### src/binned_spectral_peak_search_top_assert.svh
// assertion macros for the binned spectral peak search
`ifndef BINNED_SPECTRAL_PEAK_SEARCH_TOP_ASSERT_SVH
`define BINNED_SPECTRAL_PEAK_SEARCH_TOP_ASSERT_SVH

`ifndef NO_ASSERTIONS
`define BSPS_ASSERT_IMPLY(lbl, clk, rstn, a, b) \
    lbl: assert property (@(posedge clk) disable iff (!rstn) (a) |-> (b)) \
        else $error("assertion failed");
`define BSPS_ASSERT_NEXT(lbl, clk, rstn, a, b) \
    lbl: assert property (@(posedge clk) disable iff (!rstn) (a) |=> (b)) \
        else $error("assertion failed");
`else
`define BSPS_ASSERT_IMPLY(lbl, clk, rstn, a, b)
`define BSPS_ASSERT_NEXT(lbl, clk, rstn, a, b)
`endif

`endif

### src/bsps_pkg.sv
`timescale 1ns / 1ps

package bsps_pkg;

    localparam int SAMPLE_BITS     = 24;
    localparam int SPECTRUM_POINTS = 1024;
    localparam int POS_W           = $clog2(SPECTRUM_POINTS);
    localparam int CFG_W           = POS_W + 1;
    localparam int FLOOR_W         = 24;
    localparam int POW_W           = 2 * SAMPLE_BITS;
    localparam int CFG_DATA_W      = 24;
    localparam int CFG_IDX_W       = 3;
    localparam int MAX_BINS_DEF    = 64;
    localparam int SQ_STEPS        = POW_W / 2;
    localparam int CNT_W           = $clog2(SQ_STEPS);
    localparam int MUL_STEPS       = 3;
    localparam int IN_TD_W         = ((POS_W + 2 * SAMPLE_BITS + 7) / 8) * 8;

    localparam logic [CFG_IDX_W-1:0] CFG_WINDOW_START   = 3'd0;
    localparam logic [CFG_IDX_W-1:0] CFG_WINDOW_END     = 3'd1;
    localparam logic [CFG_IDX_W-1:0] CFG_BIN_WIDTH      = 3'd2;
    localparam logic [CFG_IDX_W-1:0] CFG_FLOOR_LEVEL    = 3'd3;
    localparam logic [CFG_IDX_W-1:0] CFG_CONJUGATE_MODE = 3'd4;

    localparam logic signed [SAMPLE_BITS-1:0] SMP_MAX = {1'b0, {(SAMPLE_BITS-1){1'b1}}};
    localparam logic signed [SAMPLE_BITS-1:0] SMP_MIN = {1'b1, {(SAMPLE_BITS-1){1'b0}}};

    typedef enum logic [3:0] {
        ST_IDLE, ST_CALC, ST_READ, ST_UPD, ST_DUMP, ST_ERR,
        ST_BIN_RD, ST_SQ_INIT, ST_SQ, ST_LOAD, ST_OUT, ST_PRIME
    } t_state;

    typedef enum logic [1:0] {MUL_RE, MUL_IM, MUL_FLOOR} t_mul_sel;

    typedef struct packed {
        logic     load;
        logic     div_step;
        logic     mul_en;
        t_mul_sel mul_sel;
        logic     sum_en;
        logic     acc_rd;
        logic     acc_upd;
        logic     dump_init;
        logic     bin_rd;
        logic     sq_init;
        logic     sq_step;
        logic     out_load;
        logic     out_err;
        logic     bin_next;
        logic     prime;
    } t_cmd;

    typedef struct packed {
        logic too_many;
        logic empty;
        logic last_item;
        logic out_fire;
        logic out_last;
    } t_status;

    typedef struct packed {
        logic        [POW_W-1:0]       power;
        logic signed [SAMPLE_BITS-1:0] re;
        logic signed [SAMPLE_BITS-1:0] im;
        logic        [POS_W-1:0]       pos;
    } t_entry;

    function automatic int bin_w(input int max_bins);
        return (max_bins > 1) ? $clog2(max_bins) : 1;
    endfunction

    function automatic int out_td_w(input int max_bins);
        return ((bin_w(max_bins) + POS_W + 3 * SAMPLE_BITS + 7) / 8) * 8;
    endfunction

endpackage

### src/bsps_ctrl.sv
`timescale 1ns / 1ps

module bsps_ctrl import bsps_pkg::*; #(
    parameter int MAX_BINS = MAX_BINS_DEF
) (
    input  logic    i_clk,
    input  logic    i_rst_n,
    input  logic    i_in_valid,
    output logic    o_in_ready,
    input  t_status i_status,
    output t_cmd    o_cmd
);

    localparam int QW     = bin_w(MAX_BINS);
    localparam int CALC_N = (QW > MUL_STEPS + 1) ? QW : MUL_STEPS + 1;

    t_state           r_state, n_state;
    logic [CNT_W-1:0] r_cnt;

    always_ff @(posedge i_clk) begin
        if (!i_rst_n) begin
            r_state <= ST_IDLE;
            r_cnt   <= '0;
        end else begin
            r_state <= n_state;
            r_cnt   <= (n_state != r_state) ? '0 : r_cnt + 1'b1;
        end
    end

    always_comb begin
        n_state = r_state;
        case (r_state)
            ST_IDLE:    if (i_in_valid) n_state = ST_CALC;
            ST_CALC:    if (r_cnt == CNT_W'(CALC_N - 1)) n_state = ST_READ;
            ST_READ:    n_state = ST_UPD;
            ST_UPD:     n_state = i_status.last_item ? ST_DUMP : ST_IDLE;
            ST_DUMP: begin
                if (i_status.too_many) begin
                    n_state = ST_ERR;
                end else if (i_status.empty) begin
                    n_state = ST_PRIME;
                end else begin
                    n_state = ST_BIN_RD;
                end
            end
            ST_ERR:     n_state = ST_OUT;
            ST_BIN_RD:  n_state = ST_SQ_INIT;
            ST_SQ_INIT: n_state = ST_SQ;
            ST_SQ:      if (r_cnt == CNT_W'(SQ_STEPS - 1)) n_state = ST_LOAD;
            ST_LOAD:    n_state = ST_OUT;
            ST_OUT: begin
                if (i_status.out_fire) begin
                    n_state = i_status.out_last ? ST_PRIME : ST_BIN_RD;
                end
            end
            ST_PRIME:   n_state = ST_IDLE;
            default:    n_state = ST_IDLE;
        endcase
    end

    always_comb begin
        o_cmd      = '0;
        o_in_ready = 1'b0;
        case (r_state)
            ST_IDLE: begin
                o_in_ready = 1'b1;
                o_cmd.load = i_in_valid;
            end
            ST_CALC: begin
                o_cmd.div_step = (r_cnt < CNT_W'(QW));
                o_cmd.mul_en   = (r_cnt < CNT_W'(MUL_STEPS));
                o_cmd.sum_en   = (r_cnt == CNT_W'(MUL_STEPS));
                if (r_cnt == '0) begin
                    o_cmd.mul_sel = MUL_RE;
                end else if (r_cnt == CNT_W'(1)) begin
                    o_cmd.mul_sel = MUL_IM;
                end else begin
                    o_cmd.mul_sel = MUL_FLOOR;
                end
            end
            ST_READ:    o_cmd.acc_rd    = 1'b1;
            ST_UPD:     o_cmd.acc_upd   = 1'b1;
            ST_DUMP:    o_cmd.dump_init = 1'b1;
            ST_ERR:     o_cmd.out_err   = 1'b1;
            ST_BIN_RD:  o_cmd.bin_rd    = 1'b1;
            ST_SQ_INIT: o_cmd.sq_init   = 1'b1;
            ST_SQ:      o_cmd.sq_step   = 1'b1;
            ST_LOAD:    o_cmd.out_load  = 1'b1;
            ST_OUT:     o_cmd.bin_next  = i_status.out_fire && !i_status.out_last;
            ST_PRIME:   o_cmd.prime     = 1'b1;
            default: ;
        endcase
    end

endmodule

### config.mk
export PLATFORM = sky130hd
export DESIGN_NAME = bsps_ctrl
export DESIGN_NICKNAME = d
export VERILOG_FILES = /design/src/binned_spectral_peak_search_top_assert.svh /design/src/bsps_pkg.sv /design/src/bsps_ctrl.sv
export SDC_FILE = /design/constraint.sdc
export NUM_CORES = 1
export LEC_CHECK = 0
export BUFFER_PORTS_ARGS = -buffer_cell sky130_fd_sc_hd__buf_4
export CAP_MARGIN = 20
export CORE_MARGIN = 2
export CORE_UTILIZATION = 35
export DETAILED_ROUTE_END_ITERATION = 8
export GPL_TIMING_DRIVEN = 0
export SLEW_MARGIN = 15
export SYNTH_ARGS = -nofsm -noshare
export SYNTH_HDL_FRONTEND = slang
export SYNTH_SLANG_ARGS = --single-unit
### constraint.sdc
create_clock -name i_clk -period 1.8 [get_ports i_clk]
set_input_delay 0.27 -clock i_clk [delete_from_list [all_inputs] [get_ports i_clk]]
set_output_delay 0.27 -clock i_clk [all_outputs]
set_load 0.02 [all_outputs]
Word level (Yosys, flattened, before mapping)

Cells that the tools add are included.

Add/sub/neg operators: 1
Multiply operators: 0
Div/mod/pow operators: 0
Order comparisons: 2
Equal/unequal tests: 16
Shifts and indexed selects: 0
Mux-type cells: 24
Bitwise gates (word level): 1
Reductions and logical operators: 6

Operators by type and width:

| kind                  | count |
|---|---|
| $pmux W4 S10          | 1 |
| $mux W4               | 7 |
| $eq A4 B3 Y1 const B  | 4 |
| $eq A4 B4 Y1 const B  | 4 |
| $mux W1               | 12 |
| $eq A4 B2 Y1 const B  | 2 |
| $add A5 B1 Y5 const B | 1 |
| $eq A5 B1 Y1 const B  | 1 |
| $eq A5 B2 Y1 const B  | 1 |
| $eq A5 B3 Y1 const B  | 1 |
| $eq A5 B5 Y1 const B  | 1 |
| $logic_not A5 Y1      | 1 |
| $lt A5 B2 Y1 const B  | 1 |
| $lt A5 B3 Y1 const B  | 1 |
| $mux W5               | 1 |
| $eq A4 B1 Y1 const B  | 1 |
| $logic_not A4 Y1      | 1 |
| $mux W2               | 2 |
| $ne A4 B4 Y1          | 1 |
| $reduce_or A2 Y1      | 2 |
| $mux W3               | 1 |
| $logic_and A1 B1 Y1   | 1 |
| $logic_not A1 Y1      | 1 |
| $not A1 Y1            | 1 |

Register bits after elaboration: 9
Bits in latches: 0
RAM bits: 0
Bits in read-only memories: 0
Input port bits: 8
Output and inout port bits: 17
Logic and storage cells: 52
Memories kept: 0

Logic depth before layout (Yosys ltp)

Gate-level depths: netlist (run 1).

Word-level depth: 5
Depth in mapped cells: 5
Gate-level depth less buffers: 5

Worst setup path before layout (run 1)

Ideal clock, no wire load.

Path type: register to output
Start point: register r_state[0]
End point: output port o_cmd[14] (netlist name)
Arrival time: 2.004 ns
Data required time: 1.530 ns
Slack: -0.474 ns
Cell stages (with the launch flop): 4
Path buffers: 1
Path through: dfxtp_1 -> buf_6 -> or4b_4 -> a2111oi_0

RTL lines:

| element                  | RTL line        | source |
|---|---|---|
| start: declaration       | bsps_ctrl.sv:17 | `t_state r_state, n_state;` |
| start signal: assignment | bsps_ctrl.sv:25 | `r_state <= n_state;` |
| end: declaration         | bsps_ctrl.sv:11 | `output t_cmd o_cmd` |

==> impl_metrics.json, run 1 <==
{
  "status": "finished with violations",
  "violations": "negative setup slack",
  "fillers": 174,
  "tritoncts": "yes",
  "syn-mean-instance-area_sq_um": 7.91,
  "yosysTopAreaCell": "dfxtp_1",
  "seqCellArea_sq_um": 188,
  "grt_pass1_wl_um": 3300,
  "num_rows": 16,
  "grt_use_total": 0.168,
  "slew_viol_final": 0,
  "syn_nets": 105,
  "yosysMostFrequentCell": "nor2_1",
  "tightest_slew_ns": 0.577,
  "totalNegativeSetupSlack_ns": -1.60,
  "syn_inst": 94,
  "synth_edf_count": 0,
  "cp-start-kind": "register",
  "io_buffers": 24,
  "finalCriticalPeriod_ns": 2.23,
  "ys.flop_type": "dfxtp_1",
  "ys_seq_area_frac": 0.242,
  "critPathArrivalTime_ns": 1.96,
  "rsz0062_at_grt": "yes",
  "setup_viol": 9,
  "htree_levels": 1,
  "yosysWarnings": 0,
  "route.met2.wl_um": 1030,
  "max_cap_violations": 0,
  "drc": 0,
  "hpwl_um": 1470,
  "grt_max_degree": 11,
  "initial_core_util": 0.375,
  "critPathCaptureType": "output port",
  "p_leak_uw": 0.000457,
  "hold_path.class": "input port to register",
  "cts_buffers": 3,
  "via_count": 827,
  "grt_pass1_vias": 743,
  "wl_met1_um": 960,
  "syn2layout_area_growth_pct": 54.7,
  "dr.max_layer_used": "met4",
  "drt_iter0_markers": 13,
  "n_antenna_cell": 0,
  "final.period_utilization": 1.24,
  "ios": 25,
  "slew_headroom": 0.609,
  "synth_top_area_frac": 0.242,
  "yosys-top-cells-area": "dfxtp_1 (24%), nor2_1 (5.6%), ha_1 (5.1%), nor4_1 (5.1%), a31oi_2 (3.4%)",
  "clk_path_buf_depth": 2,
  "clock_tree.root_cell": "clkbuf_4",
  "hold_viol_final": 0,
  "gp_routability_congestion": 0.772,
  "synth_async_sr_flop_share": 0,
  "drive_gt1_frac": 0.492,
  "vias_per_cell": 5.41,
  "dr_wl_met3_um": 111,
  "worst_skew_pair.late_latency_ns": 0.26,
  "synth-seq-cells": 9,
  "fmax_ghz": 0.449,
  "avgRoutedWirePerCell_um": 13.9,
  "die_w_um": 50.1,
  "yosysUniqueCellTypes": 38,
  "power.density_nw_per_um2": 482,
  "worst-path-max-fanout": 3,
  "die_h_um": 50.1,
  "synth_common_cells": "nor2_1 (11), dfxtp_1 (9), inv_1 (6), nor4_1 (6), nor3_1 (5)",
  "clkSlewWorstSetupHoldPaths_ns": 0.06,
  "layout.nets": 138,
  "dr.pass1.iters": 4,
  "antenna_found_initial": 0,
  "final_util": 0.580,
  "setup_ws_ns": -0.427,
  "clock_skew_ns": 0.000879,
  "clkSinkCount": 9,
  "postRouteWirelength_um": 2130,
  "ant_nets": 0,
  "required_ns": 1.53,
  "total_power_uw": 555,
  "overflow": 0,
  "multi_input_area_sq_um": 619,
  "timing.hold.ws_ns": 0.272,
  "core_area_sq_um": 1980,
  "ir_worst_vdd_mv": 0.436,
  "r2r_setup_slack_ns": -0.05,
  "synth_area_sq_um": 743,
  "dpl_worst_slack_ns": -0.262,
  "crit_type": "register to output port",
  "die_area_sq_um": 2510
}
==> report_power, final <==
group / total, uW / switching [uW] / internal (uW)
logic: 181 / 92.2 / 88.7
registers: 220 / 12.1 / 208
clock network: 154 / 68.7 / 85.3
total: 555 / 173 / 382
==> critical path: stages, from the launching register on <==
cell	delay (ns)
dfxtp_2	0.32
or4b_4	0.55
or4_4	0.49
nor3b_4	0.20
buf_6	0.14
==> cell usage in the layout, fill, tap and decap left out, types with 2 or more instances in the layout <==
master / Yosys / final
nor2b_1: 3 / 3
nand3_1: 3 / 3
nand2b_1: 4 / 4
xor2_1: 2 / 2
nor2_1: 11 / 9
buf_4: 0 / 24
clkbuf_4: 0 / 3
nor4b_2: 1 / 2
nor4_2: 0 / 5
nor3_1: 5 / 4
dfxtp_2: 0 / 6
o21a_1: 2 / 2
dfxtp_1: 9 / 3
o21ai_0: 2 / 2
a31oi_4: 0 / 2
and2_1: 4 / 4
clkbuf_1: 2 / 2
ha_1: 3 / 3
nand2_1: 3 / 3
a21oi_1: 3 / 2
buf_6: 1 / 5
a221oi_1: 2 / 2
inv_1: 6 / 6
buf_2: 3 / 3
==> worst paths after layout <==
kind | startpoint | cells after the start | end
max | r_state[2]$_SDFF_PN0_ | 4 | o_cmd[11]
min | i_rst_n | 2 | r_state[3]$_SDFF_PN0_
max reg2reg | r_state[2]$_SDFF_PN0_ | 7 | r_cnt[1]$_SDFF_PP0_
min reg2reg | r_cnt[0]$_SDFF_PP0_ | 1 | r_cnt[0]$_SDFF_PP0_
==> cells by family (layout without fill, tap and decap cells) <==
logic type      count (synthesis)  in the layout  share of synthesized area
compound gates                 18             18                      0.189
simple gates                   49             49                      0.407
xor+xnor                        3              3                     0.0354
flops                           9              9                      0.242
fa+ha+maj                       3              3                     0.0505
buf+inv                        12             44                     0.0758
==> final cells by class <==
| cell class | count | area share |
|---|---|---|
| buffer | 5 | 0.0207 |
| clock buffer | 4 | 0.0229 |
| inverter | 6 | 0.0196 |
| multi-input combinational | 73 | 0.539 |
| sequential | 9 | 0.163 |
| tap | 27 | 0.0294 |
| timing repair buffer | 29 | 0.206 |
==> repair_timing <==
action	CTS	global route
buffers inserted	2	3
resized for setup	6	16
endpoints found under the setup margin	4	12
pin swaps	4	6
hold buffers	0	0
==> metal layers <==
layer	track usage	up-vias
li1	-	410
met1	0.241	389
met2	0.259	24
met3	0.0273	4
met4	0.0417	0
met5	0	-
==> registers in the layout, summed over array words and instances (netlist names) <==
name,flops
r_state,4
r_cnt,5
==> through the flow <==
step                      cell area [sq um]  cells
after floorplan                         783     94
after global placement                  997    145
after detailed placement                997    145
after CTS                              1060    151
after global routing                   1150    153
final                                  1150    153
(Power assumes the default switching activity.)
==> run 2, diff against run 1 <==
--- a/config.mk
+++ b/config.mk
@@ -5,12 +5,14 @@
 export SDC_FILE = /design/constraint.sdc
 export NUM_CORES = 1
 export LEC_CHECK = 0
+export ABC_AREA = 1
 export BUFFER_PORTS_ARGS = -buffer_cell sky130_fd_sc_hd__buf_4
 export CAP_MARGIN = 20
 export CORE_MARGIN = 2
 export CORE_UTILIZATION = 35
 export DETAILED_ROUTE_END_ITERATION = 8
 export GPL_TIMING_DRIVEN = 0
+export PLACE_DENSITY_LB_ADDON = 0.05
 export SLEW_MARGIN = 15
 export SYNTH_ARGS = -nofsm -noshare
 export SYNTH_HDL_FRONTEND = slang
==> impl_metrics.json, run 2 <==
{
  "grtUsageMet3": 0.00862,
  "status": "finished, final reports clean",
  "num_rows": 17,
  "die_area_sq_um": 2680,
  "final_util": 0.492,
  "synth-seq-cells": 9,
  "cts_hold_buf": 0,
  "die_w_um": 51.8,
  "cts_buffers": 3,
  "regMostFlops": "r_cnt",
  "final.period_utilization": 0.930,
  "dr.pass1.iters": 4,
  "met1_usage": 0.197,
  "layout_commonest_cell": "nand2_1",
  "crit_type": "register to output port",
  "drive_gt1_frac": 0.274,
  "required_ns": 1.53,
  "mostFrequentLayoutCells": "nand2_1 (38), nor2_1 (28), inv_1 (26), buf_4 (24), nand3_1 (11)",
  "crit_chain": "nor2_4, nand2_4, nor3_4, nand2_1, a21oi_1, buf_4",
  "dpl_worst_slack_ns": 0.0604,
  "vias_per_cell": 4.54,
  "clock_skew_ns": 0.00313,
  "io_buffers": 24,
  "largest_reg_flops": 5,
  "avgRoutedWirePerCell_um": 9.92,
  "tritoncts": "yes",
  "worst-path-max-fanout": 6,
  "postRouteWirelength_um": 2010,
  "hold_viol_final": 0,
  "synth_edf_count": 0,
  "critPathArrivalTime_ns": 1.40,
  "total_power_uw": 484,
  "gp_routability_congestion": 0.832,
  "ys.flop_type": "dfxtp_1",
  "finalCriticalPeriod_ns": 1.67,
  "synth_top_area_frac": 0.226,
  "clkSinkCount": 9,
  "n_antenna_cell": 0,
  "yosysUniqueCellTypes": 17,
  "syn2layout_area_growth_pct": 35.1,
  "power.density_nw_per_um2": 449,
  "worst_skew_pair.late_latency_ns": 0.25,
  "die_h_um": 51.8,
  "grt_use_total": 0.167,
  "cpMaxStageDelayCell": "dfxtp_2",
  "hpwl_um": 1690,
  "critPathCaptureType": "output port",
  "met2_usage": 0.321,
  "syn-mean-instance-area_sq_um": 5.43,
  "syn_nets": 158,
  "synth_async_sr_flop_share": 0,
  "grt_pass1_wl_um": 3430,
  "ant_nets": 0,
  "fmax_ghz": 0.597,
  "hold_path.class": "input port to register",
  "ys_seq_area_frac": 0.226,
  "top_regs": "r_cnt: 5 flops, r_state: 4 flops",
  "max_stage_delay_ns": 0.36,
  "tightest_slew_ns": 0.303,
  "seqCellArea_sq_um": 185,
  "via_count": 922,
  "yosysMostFrequentCell": "nand2_1",
  "synth_area_sq_um": 798,
  "max_cap_violations": 0,
  "setup_ws_ns": 0.125,
  "core_area_sq_um": 2190,
  "antenna_found_initial": 0,
  "rsz0062_at_grt": "no",
  "p_leak_uw": 0.000622,
  "multi_input_area_sq_um": 539,
  "drc": 0,
  "yosys-top-cells-area": "dfxtp_1 (23%), nand2_1 (18%), nor2_1 (14%), inv_1 (13%), nand3_1 (6.9%)",
  "yosysTopAreaCell": "dfxtp_1",
  "grt-busiest-layer": "met2",
  "grt_max_degree": 8,
  "slew_headroom": 0.797,
  "ir_worst_vdd_mv": 0.355,
  "slew_viol_final": 0,
  "fillers": 245,
  "clock_tree.root_cell": "clkbuf_4",
  "layout.nets": 187,
  "grt_pass1_vias": 822,
  "synth_common_cells": "nand2_1 (39), nor2_1 (30), inv_1 (27)",
  "yosysWarnings": 0,
  "clkSlewWorstSetupHoldPaths_ns": 0.06,
  "clk_path_buf_depth": 2,
  "totalNegativeSetupSlack_ns": 0,
  "initial_core_util": 0.364,
  "ios": 25,
  "drt_iter0_markers": 17,
  "cp-start-kind": "register",
  "setup_viol": 0,
  "htree_levels": 1,
  "syn_inst": 147,
  "overflow": 0
}
==> run 2: cell families (layout without fill, tap and decap cells) <==
family | after synthesis | after routing | synth area share
AND/OR/NAND/NOR | 91 | 91 | 0.487
flip-flops | 9 | 9 | 0.226
adder cells (fa/ha/maj) | 3 | 3 | 0.0470
XOR/XNOR | 2 | 2 | 0.0219
buffers and inverters | 30 | 58 | 0.141
AO/OA/AOI/OAI | 12 | 12 | 0.0768
==> run 2: report_power, final <==
group	switching, uW	internal, uW
combinational	69.0	49.1
sequential	7.66	206
clock	67.1	85.2
total	144	340
==> run 2: metal layers <==
layer | wire length, um | up-vias
met5 | 0 | -
met4 | 0 | 0
met3 | 77 | 0
met2 | 1040 | 20
met1 | 893 | 396
li1 | - | 506
==> run 2: critical path: cells and delay by family (launching register included) <==
kind                   cells  cell delay, ns
AOI/OAI and AO/OA          1            0.12
buffers and inverters      1            0.15
DFF                        1            0.36
and+or+nand+nor            4            0.50
==> run 2: cell type report <==
class / count / area share
clock buffer: 4 / 0.0244
inverter: 30 / 0.104
tap: 28 / 0.0325
multi-input combinational: 108 / 0.500
sequential: 9 / 0.172
timing repair buffer: 24 / 0.167
==> run 2: worst paths after layout <==
kind / from / endpoint / slack [ns] / cells after the start
worst max-delay path: r_state[2]$_SDFF_PN0_ / o_cmd[13] / 0.13 / 6
worst min-delay path: i_rst_n / r_state[1]$_SDFF_PN0_ / 0.29 / 3
worst max register to register: r_cnt[1]$_SDFF_PP0_ / r_cnt[2]$_SDFF_PP0_ / 0.25 / 11
worst min register to register: r_cnt[0]$_SDFF_PP0_ / r_cnt[0]$_SDFF_PP0_ / 0.51 / 1
==> run 2: timing repair <==
item | CTS | global route
resized for setup | 6 | 7
pin swaps | 0 | 1
buffers inserted | 0 | 0
endpoints found under the hold margin | 0 | 0
setup endpoints to repair | 4 | 10
==> run 2: through the flow <==
| stage | instances | cell area [sq um] | hold WS, ns |
|---|---|---|---|
| global placement | 199 | 1010 | 0.497 |
| floorplan | 147 | 798 | 0.432 |
| CTS | 203 | 1060 | 0.285 |
| finish | 203 | 1080 | 0.290 |
| detailed placement | 199 | 1010 | 0.506 |
| global route | 203 | 1080 | 0.297 |
==> run 3, diff against run 2 <==
--- a/config.mk
+++ b/config.mk
@@ -8,7 +8,6 @@
 export ABC_AREA = 1
 export BUFFER_PORTS_ARGS = -buffer_cell sky130_fd_sc_hd__buf_4
 export CAP_MARGIN = 20
-export CORE_MARGIN = 2
 export CORE_UTILIZATION = 35
 export DETAILED_ROUTE_END_ITERATION = 8
 export GPL_TIMING_DRIVEN = 0
==> impl_metrics.json, run 3 (synthesis gave the netlist of run 2 again) <==
{
  "status": "finished, final reports clean",
  "final_util": 0.532,
  "worst_skew_pair.late_latency_ns": 0.26,
  "grt-busiest-layer": "met2",
  "hold_path.class": "input port to register",
  "placed_area_sq_um": 1010,
  "setup_ws_ns": 0.107,
  "avgRoutedWirePerCell_um": 10.5,
  "overflow": 0,
  "total_power_uw": 493,
  "slew_viol_final": 0,
  "drc": 0,
  "top_regs": "r_cnt: 5 flops, r_state: 4 flops",
  "rsz0062_at_grt": "no",
  "met1_usage": 0.258,
  "die_h_um": 49.8,
  "power.density_nw_per_um2": 453,
  "grt_pass1_wl_um": 3530,
  "ant_nets": 0,
  "drive_gt1_frac": 0.299,
  "tightest_slew_ns": 0.319,
  "antenna_found_initial": 0,
  "fillers": 228,
  "totalNegativeSetupSlack_ns": 0,
  "ir_worst_vdd_mv": 0.442,
  "p_leak_uw": 0.000635,
  "ios": 25,
  "layout.nets": 189,
  "n_antenna_cell": 0,
  "finalCriticalPeriod_ns": 1.69,
  "largest_reg_flops": 5,
  "worst-path-max-fanout": 7,
  "setup_viol": 0,
  "clkSlewWorstSetupHoldPaths_ns": 0.06,
  "clkSinkCount": 9,
  "gp_routability_congestion": 0.882,
  "cpMaxStageDelayCell": "dfxtp_2",
  "crit_type": "register to output port",
  "grt_use_total": 0.184,
  "final.period_utilization": 0.940,
  "core_area_sq_um": 2040,
  "met2_usage": 0.282,
  "dpl_worst_slack_ns": 0.0658,
  "critPathArrivalTime_ns": 1.42,
  "grtUsageMet3": 0.0123,
  "hold_viol_final": 0,
  "die_w_um": 49.8,
  "grt_max_degree": 8,
  "via_count": 935,
  "die_area_sq_um": 2480,
  "hpwl_um": 1710,
  "vias_per_cell": 4.58,
  "cts_hold_buf": 0,
  "postRouteWirelength_um": 2150,
  "crit_chain": "nor2_4, nand2_2, nor3_2, nand2_1, a21oi_2, buf_4",
  "layout_commonest_cell": "nand2_1",
  "drt_iter0_markers": 18,
  "clk_path_buf_depth": 2,
  "syn2layout_area_growth_pct": 36.2,
  "clock_skew_ns": 0.00204,
  "required_ns": 1.53,
  "mostFrequentLayoutCells": "nand2_1 (38), nor2_1 (28), inv_1 (26), buf_4 (26), nand3_1 (11)",
  "slew_headroom": 0.787,
  "max_stage_delay_ns": 0.37,
  "dr.pass1.iters": 6,
  "htree_levels": 1,
  "num_rows": 16,
  "max_cap_violations": 0,
  "fmax_ghz": 0.591,
  "grt_pass1_vias": 867,
  "critPathCaptureType": "output port",
  "regMostFlops": "r_cnt",
  "cp-start-kind": "register",
  "final_cell_area_sq_um": 1090,
  "cts_buffers": 3,
  "clock_tree.root_cell": "clkbuf_4",
  "io_buffers": 24,
  "tritoncts": "yes",
  "initial_core_util": 0.391
}
run 3: cell types whose count changed in the layout (fill, tap and decap cells not counted):
cell,change
dfxtp_1,-1
dfxtp_2,+1
a21oi_2,+1
nor3_2,+1
clkinv_2,+1
buf_4,+2
a21oi_1,-1
nand2_4,-1
nor3_4,-1
clkbuf_1,-1
nand2_2,+1
run 3: what timing repair did:
action | 4_1_cts | 5_1_grt
endpoints found under the setup margin | 4 | 9
gates cloned | 0 | 0
resized for setup | 6 | 7
setup buffers | 0 | 2
pin swaps | 0 | 1
run 3: per-stage QoR:
stage / hold slack, ns / instances
after detailed placement: 0.499 / 198
after CTS: 0.301 / 202
after global routing: 0.329 / 204
after global placement: 0.493 / 198
final: 0.313 / 204
after floorplan: 0.432 / 147
run 3: critical path, delay by kind of cell, from the launching register on:
family / cells / cell delay [ns]
buffers and inverters: 1 / 0.15
AOI/OAI and AO/OA: 1 / 0.12
and+or+nand+nor: 4 / 0.52
DFF: 1 / 0.37
run 3: where the power goes:
| group | internal, uW | switching, uW | total (uW) |
|---|---|---|---|
| Combinational | 48.7 | 71.3 | 120 |
| Sequential | 207 | 8.74 | 215 |
| Clock | 82.1 | 75.1 | 157 |
run 3: routing by layer:
metal,up-vias,share of wire
met1,396,0.49
met3,4,0.045
met2,22,0.45
li1,513,-
met5,-,0
met4,0,0.013
run 3: final timing paths:
path                                       startpoint                     to  slack [ns]  cells after the start
worst max-delay path            r_state[1]$_SDFF_PN0_              o_cmd[13]        0.11                      6
worst min-delay path                          i_rst_n  r_state[2]$_SDFF_PN0_        0.31                      3
worst max register to register    r_cnt[1]$_SDFF_PP0_    r_cnt[0]$_SDFF_PP0_        0.20                     11
worst min register to register    r_cnt[0]$_SDFF_PP0_    r_cnt[0]$_SDFF_PP0_        0.49                      1
run 3: final cells by class:
class	instances	area (sq um)	share of cell area
multi-input cells	108	532	0.489
repair buffers	26	195	0.180
flip-flops and latches	9	186	0.171
inverters	30	113	0.104
well taps	27	33.8	0.0311
clock buffers	3	22.5	0.0207
clock inverters	1	5.00	0.00460
